==> config.mk <==
export PLATFORM = sky130hd
export DESIGN_NAME = i2c_master_short_write_core
export DESIGN_NICKNAME = d
export VERILOG_FILES = /design/src/rtl/i2cmsw_pkg.sv /design/src/rtl/i2c_master_short_write_core.sv /design/src/rtl/i2cmsw_engine.sv
export VERILOG_INCLUDE_DIRS = /design/src /design/src/rtl
export SDC_FILE = /design/constraint.sdc
export NUM_CORES = 1
export LEC_CHECK = 0
export BUFFER_PORTS_ARGS = -buffer_cell sky130_fd_sc_hd__buf_2
export CORE_ASPECT_RATIO = 0.8
export CORE_MARGIN = 10
export CORE_UTILIZATION = 59
export DETAILED_ROUTE_END_ITERATION = 12
export HOLD_SLACK_MARGIN = 0.05
export MAX_ROUTING_LAYER = met4
export PLACE_DENSITY_LB_ADDON = 0.05
export SYNTH_ARGS = -nofsm -noshare
export SYNTH_HDL_FRONTEND = slang
export SYNTH_SLANG_ARGS = --single-unit
==> constraint.sdc <==
create_clock -name clk -period 3.7 [get_ports clk]
set_input_delay 0.37 -clock clk [delete_from_list [all_inputs] [get_ports clk]]
set_output_delay 0.37 -clock clk [all_outputs]
set_load 0.01 [all_outputs]
==> src/rtl/assert_macros.svh <==
// Assertion macros shared by the RTL files of the short I2C write engine.
`ifndef ASSERT_MACROS_SVH
`define ASSERT_MACROS_SVH
`ifndef ASSERT_OFF
// Same-cycle implication, checked outside reset.
`define ASSERT_IMPLIES(label, clk, rst_n, ante, cons) \
    label: assert property (@(posedge clk) disable iff (!rst_n) (ante) |-> (cons)) \
        else $error("assertion failed");
// Next-cycle implication, checked outside reset.
`define ASSERT_NEXT(label, clk, rst_n, ante, cons) \
    label: assert property (@(posedge clk) disable iff (!rst_n) (ante) |=> (cons)) \
        else $error("assertion failed");
`else
`define ASSERT_IMPLIES(label, clk, rst_n, ante, cons)
`define ASSERT_NEXT(label, clk, rst_n, ante, cons)
`endif
`endif

==> src/rtl/i2cmsw_pkg.sv <==
// Package with the types and constants of the short I2C write engine.
package i2cmsw_pkg;

    typedef enum logic [3:0] {
        PH_IDLE    = 4'd0,
        PH_ST_SDA  = 4'd1,
        PH_ST_SCL  = 4'd2,
        PH_ST_LOW  = 4'd3,
        PH_LEAD    = 4'd4,
        PH_BIT_SDA = 4'd5,
        PH_BIT_HI  = 4'd6,
        PH_BIT_LO  = 4'd7,
        PH_ACK_LO  = 4'd8,
        PH_ACK_REL = 4'd9,
        PH_ACK_HI  = 4'd10,
        PH_ACK_SMP = 4'd11,
        PH_SP_SDA  = 4'd12,
        PH_SP_SCL0 = 4'd13,
        PH_SP_SCL1 = 4'd14,
        PH_SP_REL  = 4'd15
    } phase_t;

    typedef struct packed {
        logic       scl;
        logic       sda;
        logic       busy;
        logic       done;
        logic [2:0] status;
    } result_t;

    localparam logic       OP_TICK    = 1'b0;
    localparam logic       OP_START   = 1'b1;
    localparam logic       WRITE_BIT  = 1'b0;
    localparam logic [2:0] STATUS_OK  = 3'd0;
    localparam int         HELD_DEPTH = 4;

endpackage

==> src/rtl/i2c_master_short_write_core.sv <==
// Top level of the short I2C write engine: handshake and registered result.
// Latency: the result of an item is valid in the cycle after the item is accepted.
// Throughput: one item per clock; the output register is reloaded in the same
// cycle that its item is taken, so input and output stall only together.
// Reset (asynchronous, active low): both engine lines released high, engine idle, no
// result pending, engine status zero; the result register itself is not reset.
`include "assert_macros.svh"

module i2c_master_short_write_core (
    input  logic       clk,
    input  logic       rst_n,
    input  logic       in_valid,
    output logic       in_ready,
    input  logic       op,
    input  logic [6:0] slave_address,
    input  logic [7:0] control_byte,
    input  logic [7:0] first_data,
    input  logic [7:0] second_data,
    input  logic [1:0] data_count,
    input  logic       sda_in,
    output logic       out_valid,
    input  logic       out_ready,
    output logic       scl_level,
    output logic       sda_level,
    output logic       busy_res,
    output logic       done_res,
    output logic [2:0] status
);
    import i2cmsw_pkg::*;

    logic    accept;
    logic    out_valid_reg, out_valid_next;
    result_t result;
    result_t result_reg;

    assign in_ready = !out_valid_reg || out_ready;
    assign accept   = in_valid && in_ready;

    i2cmsw_engine u_engine (
        .clk           (clk),
        .rst_n         (rst_n),
        .step          (accept),
        .op            (op),
        .slave_address (slave_address),
        .control_byte  (control_byte),
        .first_data    (first_data),
        .second_data   (second_data),
        .data_count    (data_count),
        .sda_in        (sda_in),
        .result        (result)
    );

    always_comb
    begin
        out_valid_next = out_valid_reg;
        if (accept)
        begin
            out_valid_next = 1'b1;
        end
        else if (out_ready)
        begin
            out_valid_next = 1'b0;
        end
    end

    always_ff @(posedge clk or negedge rst_n)
    begin
        if (!rst_n)
        begin
            out_valid_reg <= 1'b0;
        end
        else
        begin
            out_valid_reg <= out_valid_next;
        end
    end

    always_ff @(posedge clk)
    begin
        if (accept)
        begin
            result_reg <= result;
        end
    end

    assign out_valid = out_valid_reg;
    assign scl_level = result_reg.scl;
    assign sda_level = result_reg.sda;
    assign busy_res  = result_reg.busy;
    assign done_res  = result_reg.done;
    assign status    = result_reg.status;

    `ASSERT_NEXT(a_accept_gives_result, clk, rst_n, accept, out_valid_reg)
    `ASSERT_IMPLIES(a_done_not_busy, clk, rst_n, out_valid_reg && result_reg.done,
        !result_reg.busy)
    `ASSERT_IMPLIES(a_stall_blocks_input, clk, rst_n, out_valid_reg && !out_ready, !in_ready)

endmodule

==> src/rtl/i2cmsw_engine.sv <==
// Line-step state machine of the short I2C write engine with its held bytes.
`include "assert_macros.svh"

module i2cmsw_engine (
    input  logic                clk,
    input  logic                rst_n,
    input  logic                step,
    input  logic                op,
    input  logic [6:0]          slave_address,
    input  logic [7:0]          control_byte,
    input  logic [7:0]          first_data,
    input  logic [7:0]          second_data,
    input  logic [1:0]          data_count,
    input  logic                sda_in,
    output i2cmsw_pkg::result_t result
);
    import i2cmsw_pkg::*;

    phase_t     phase_reg, phase_next;
    logic       scl_reg, scl_next;
    logic       sda_reg, sda_next;
    logic [2:0] bit_index_reg, bit_index_next;
    logic [1:0] byte_index_reg, byte_index_next;
    logic [1:0] byte_total_reg, byte_total_next;
    logic [2:0] result_code_reg, result_code_next;
    logic [7:0] held_bytes_reg [HELD_DEPTH];

    logic       start_go;
    logic       tick_go;
    logic       nack;
    logic       last_byte;
    logic       tx_bit;
    logic [1:0] count_norm;

    assign start_go  = step && (op == OP_START) && (phase_reg == PH_IDLE);
    assign tick_go   = step && (op == OP_TICK) && (phase_reg != PH_IDLE);
    assign nack      = sda_in;
    assign last_byte = (byte_index_reg >= byte_total_reg);
    assign tx_bit    = held_bytes_reg[byte_index_reg][bit_index_reg];

    // A count of zero sends one data byte and a count of three sends two.
    always_comb
    begin
        if (data_count == 2'd0)
        begin
            count_norm = 2'd1;
        end
        else if (data_count == 2'd3)
        begin
            count_norm = 2'd2;
        end
        else
        begin
            count_norm = data_count;
        end
    end

    // Next phase.
    always_comb
    begin
        phase_next = phase_reg;
        if (start_go)
        begin
            phase_next = PH_ST_SDA;
        end
        else if (tick_go)
        begin
            unique case (phase_reg)
                PH_ST_SDA:  phase_next = PH_ST_SCL;
                PH_ST_SCL:  phase_next = PH_ST_LOW;
                PH_ST_LOW:  phase_next = PH_LEAD;
                PH_LEAD:    phase_next = PH_BIT_SDA;
                PH_BIT_SDA: phase_next = PH_BIT_HI;
                PH_BIT_HI:  phase_next = PH_BIT_LO;
                PH_BIT_LO:  phase_next = (bit_index_reg == 3'd0) ? PH_ACK_LO : PH_BIT_SDA;
                PH_ACK_LO:  phase_next = PH_ACK_REL;
                PH_ACK_REL: phase_next = PH_ACK_HI;
                PH_ACK_HI:  phase_next = PH_ACK_SMP;
                PH_ACK_SMP: phase_next = (nack || last_byte) ? PH_SP_SDA : PH_LEAD;
                PH_SP_SDA:  phase_next = PH_SP_SCL0;
                PH_SP_SCL0: phase_next = PH_SP_SCL1;
                PH_SP_SCL1: phase_next = PH_SP_REL;
                PH_SP_REL:  phase_next = PH_IDLE;
                default:    phase_next = phase_reg;
            endcase
        end
    end

    // Line levels, counters and the result code.
    always_comb
    begin
        scl_next         = scl_reg;
        sda_next         = sda_reg;
        bit_index_next   = bit_index_reg;
        byte_index_next  = byte_index_reg;
        byte_total_next  = byte_total_reg;
        result_code_next = result_code_reg;
        if (start_go)
        begin
            byte_total_next  = count_norm + 2'd1;
            byte_index_next  = 2'd0;
            bit_index_next   = 3'd0;
            result_code_next = STATUS_OK;
        end
        else if (tick_go)
        begin
            unique case (phase_reg)
                PH_ST_SDA:  sda_next = 1'b1;
                PH_ST_SCL:  scl_next = 1'b1;
                PH_ST_LOW:  sda_next = 1'b0;
                PH_LEAD:
                begin
                    scl_next       = 1'b0;
                    bit_index_next = 3'd7;
                end
                PH_BIT_SDA: sda_next = tx_bit;
                PH_BIT_HI:  scl_next = 1'b1;
                PH_BIT_LO:
                begin
                    scl_next = 1'b0;
                    if (bit_index_reg != 3'd0)
                    begin
                        bit_index_next = bit_index_reg - 3'd1;
                    end
                end
                PH_ACK_LO:  scl_next = 1'b0;
                PH_ACK_REL: sda_next = 1'b1;
                PH_ACK_HI:  scl_next = 1'b1;
                PH_ACK_SMP:
                begin
                    scl_next = 1'b0;
                    if (nack)
                    begin
                        // The code names the failed byte: address is one, and so on.
                        result_code_next = {1'b0, byte_index_reg} + 3'd1;
                    end
                    else if (last_byte)
                    begin
                        result_code_next = STATUS_OK;
                    end
                    else
                    begin
                        byte_index_next = byte_index_reg + 2'd1;
                    end
                end
                PH_SP_SDA:  sda_next = 1'b0;
                PH_SP_SCL0: scl_next = 1'b0;
                PH_SP_SCL1: scl_next = 1'b1;
                PH_SP_REL:  sda_next = 1'b1;
                default:    scl_next = scl_reg;
            endcase
        end
    end

    // Result of this item, taken from the updated state.
    always_comb
    begin
        result.scl    = scl_next;
        result.sda    = sda_next;
        result.busy   = (phase_next != PH_IDLE);
        result.done   = tick_go && (phase_reg == PH_SP_REL);
        result.status = result_code_next;
    end

    always_ff @(posedge clk or negedge rst_n)
    begin
        if (!rst_n)
        begin
            phase_reg       <= PH_IDLE;
            scl_reg         <= 1'b1;
            sda_reg         <= 1'b1;
            bit_index_reg   <= 3'd0;
            byte_index_reg  <= 2'd0;
            byte_total_reg  <= 2'd0;
            result_code_reg <= STATUS_OK;
        end
        else
        begin
            phase_reg       <= phase_next;
            scl_reg         <= scl_next;
            sda_reg         <= sda_next;
            bit_index_reg   <= bit_index_next;
            byte_index_reg  <= byte_index_next;
            byte_total_reg  <= byte_total_next;
            result_code_reg <= result_code_next;
        end
    end

    always_ff @(posedge clk)
    begin
        if (start_go)
        begin
            held_bytes_reg[0] <= {slave_address, WRITE_BIT};
            held_bytes_reg[1] <= control_byte;
            held_bytes_reg[2] <= first_data;
            held_bytes_reg[3] <= second_data;
        end
    end

    `ASSERT_NEXT(a_start_enters_sequence, clk, rst_n, start_go, phase_reg == PH_ST_SDA)
    `ASSERT_NEXT(a_stop_releases_lines, clk, rst_n, tick_go && (phase_reg == PH_SP_REL),
        (phase_reg == PH_IDLE) && sda_reg && scl_reg)
    `ASSERT_NEXT(a_bit_countdown, clk, rst_n,
        tick_go && (phase_reg == PH_BIT_LO) && (bit_index_reg != 3'd0),
        bit_index_reg == 3'($past(bit_index_reg) - 3'd1))
    `ASSERT_NEXT(a_idle_without_step, clk, rst_n, !step, $stable(phase_reg))

endmodule

==> metrics.md <==
| Metric | Value |
|---|---|
| Cells on worst reg2reg path | `7` |
| Post-route clock period utilization | `0.6390` |
| Clock Sinks | `55` |
| H-tree level count | `2` |
| Area Overhead vs Synth | `16.84%` |
| Row count | `21` |
| # DRC | `0` |
| Measured slew at the worst slew-check pin | `0.4905 ns` |
| Final Non-Filler Cells | `292` |
| Yosys warns | `0` |
| Chip width | `92.61 um` |
| Initial antenna violation count | `0` |
| M1 GR Usage | `0.1774` |
| Peak supply drop | `0.4342 mV` |
| Min-delay src | `second_data[4]` |
| GR Layer Usage met3 | `0.03802` |
| Drt first pass iters | `5` |
| WL per Instance | `16.34 um` |
| # hold bufs at CTS | `1` |
| CP Depth | `7` |
| Post-synth cell types | `46` |
| Max_slew headroom | `0.6730` |
| Later-pin clock latency in the skew report | `0.30 ns` |
| Largest net degree at the start of global routing | `42` |
| Number of port buffers | `46` |
| Busiest grt layer | `met2` |
| Worst path cell trace | `inv_1 > ha_1 > nand2b_1 > a211oi_1 > o21ai_0 > a32o_1 > or4_1` |
| Routed vias | `1615` |
| Mean post-synth cell area | `13.45 um^2` |
| FF-to-FF Start | `u_engine.byte_index_reg[0]$_DFFE_PN0P_` |
| Worst Path Buf+Inv | `1` |
| Clock Skew | `0.004516 ns` |
| Synthesized net count | `229` |
| Crit path from | `u_engine.byte_index_reg[0]$_DFFE_PN0P_` |
| Crit-path max FO | `6` |
| HP Class | `in2reg` |
| Post-route ant nets | `0` |
| Final net count | `278` |
| Pins Over Slew Limit | `0` |
| CTS resizes | `0` |
| Cell area after synthesis | `2489 um^2` |
| CTS tree | `built` |
| Die height | `78.09 um` |
| Post-DP HPWL | `3.539 mm` |
| Iter 0 DRT Violations | `109` |
| Pwr/cell area | `616.0 nW/um^2` |
| Status | `complete, no violations` |
| Gr usage total | `0.1402` |
| Cells after DPL | `283` |
| Most common cell after layout, fill and taps aside | `buf_2` |
| Gpl congestion | `0.8489` |
| Worst path max stage delay | `0.44 ns` |
| Share of cells above drive strength 1 | `0.3021` |
| Period minus WS final | `2.364 ns` |
| Clock Path Buffers | `2` |
| Critical path type | `reg2reg` |
| Number of post-CTS setup repair buffers | `0` |
| LEAKAGE | `1.127 nW` |
| Setup_tns | `0 ns` |
| Largest cells by area after synthesis | `edfxtp_1, dfrtp_1, mux2i_1` |
| Fillcell total | `302` |
| Cells after synthesis | `185` |
| Vias per cell | `5.531` |
| Crit path max-delay cell type | `dfrtp_1` |
| CP arrival | `2.41 ns` |
| Seq/Total Area, Yosys | `0.6305` |
| Most frequent cells in the layout | `buf_2, edfxtp_1, dfrtp_1` |
| Fmax | `422.9 MHz` |
| CP Data Required Time | `3.75 ns` |
| First-pass GRT wire length | `8.010 mm` |
| Final hold violations | `0` |
| Final wirelength | `4.771 mm` |
| Startpoint types | `flip-flop` |
| Post-synth top area share | `0.4585` |
| RSZ-0062 raised after global routing | `no` |
| Antenna diodes | `0` |
| Clock slew at reported path FFs | `0.09 ns` |
| # setup viols final | `0` |
| Global routing usage on met2 | `0.2148` |
| Max cap viols | `0` |
| Vias in the first global route | `1704` |
| Starting density of the core | `0.6033` |
| CTS root buf | `clkbuf_8` |
| # IOs | `48` |
| CTS Buf Count | `5` |
| Core region area | `4125 um^2` |
| Gr ovfl total | `0` |
| Max FFs per register | `31` |
| CP delay by family, top | `compound AO/OA/AOI/OAI gates` |
| Crit end category | `flip-flop` |
| Die Footprint | `7232 um^2` |
| Largest area contributor in the netlist | `edfxtp_1` |
| Yosys reg bits | `55` |
| Hold-critical path depth | `1` |
| Fin Hold WS | `0.2332 ns` |
-- cell type report --
cell class	instances	area, um^2	share of cell area
Timing Repair Buffer	49	255.2	0.08778
Multi-Input combinational cell	115	849.6	0.2922
Clock inverter	2	60.06	0.02065
Tap cell	57	71.32	0.02453
Clock buffer	6	72.57	0.02496
Sequential cell	55	1569	0.5396
Inverter	8	30.03	0.01033
-- metrics by stage --
stage                     power [mW]  utilization  worst slack [ns]  area, um^2
after global placement         1.307       0.6703             1.390        2765
after floorplan                1.220            -             1.553        2489
final                          1.791       0.7049             1.336        2908
after global routing           1.901       0.7049             1.146        2908
after detailed placement       1.340       0.6703             1.336        2765
after CTS                      1.796       0.7049             1.318        2908
-- kinds of logic after synthesis --
kind of cell               Yosys count  synth area share
adders and majority gates            5           0.02514
DFF                                 55            0.6305
and+or+nand+nor                     59            0.1443
muxes                               13           0.05832
buffers and inverters               15           0.03067
xor gates and xnor gates             3           0.01056
AOI/OAI and AO/OA                   35            0.1006
-- cell usage after synthesis, drive strengths merged --
library cell	n
a211oi	8
a21oi	7
a22o	3
a2bb2oi	1
a311oi	1
a31oi	2
a32o	1
a32oi	2
and2	2
and3	3
buf	6
clkbuf	1
dfrtp	15
dfstp	2
edfxtp	38
ha	5
inv	8
mux2	2
mux2i	10
mux4	1
nand2	8
nand2b	5
nand3	4
nand3b	2
nand4b	1
nor2	10
nor2b	10
nor3	4
nor3b	1
nor4	4
nor4b	1
o2111ai	1
o211ai	1
o21ai	4
o221a	1
o22a	1
o31ai	2
or2	1
or3	2
or4	1
xnor2	3
-- where the power goes --
part	switching (mW)	internal, mW	total [mW]
Combinational	0.241	0.219	0.460
Sequential	0.123	0.751	0.875
Clock	0.186	0.270	0.456
Total	0.551	1.24	1.79
-- path summary, 6_finish.rpt --
check,endpoint,slack (ns)
setup / recovery,busy_res$_DFFE_PP_,1.34
hold / removal,u_engine.held_bytes_reg[3][4]$_DFFE_PP_,0.23
setup reg to reg,busy_res$_DFFE_PP_,1.34
hold reg to reg,u_engine.byte_total_reg[1]$_DFFE_PN0P_,0.48
max in group asynchronous,u_engine.sda_reg$_DFF_PN1_,2.87
min in group asynchronous,u_engine.result_code_reg[0]$_DFF_PN0_,0.51
-- routing by layer --
layer / up-vias / wire length (um)
li1: 799 / -
met1: 755 / 2210
met2: 54 / 2244
met3: 7 / 260
met4: 0 / 56
met5: - / 0
Note: power is estimated with default switching activity, not from simulation.
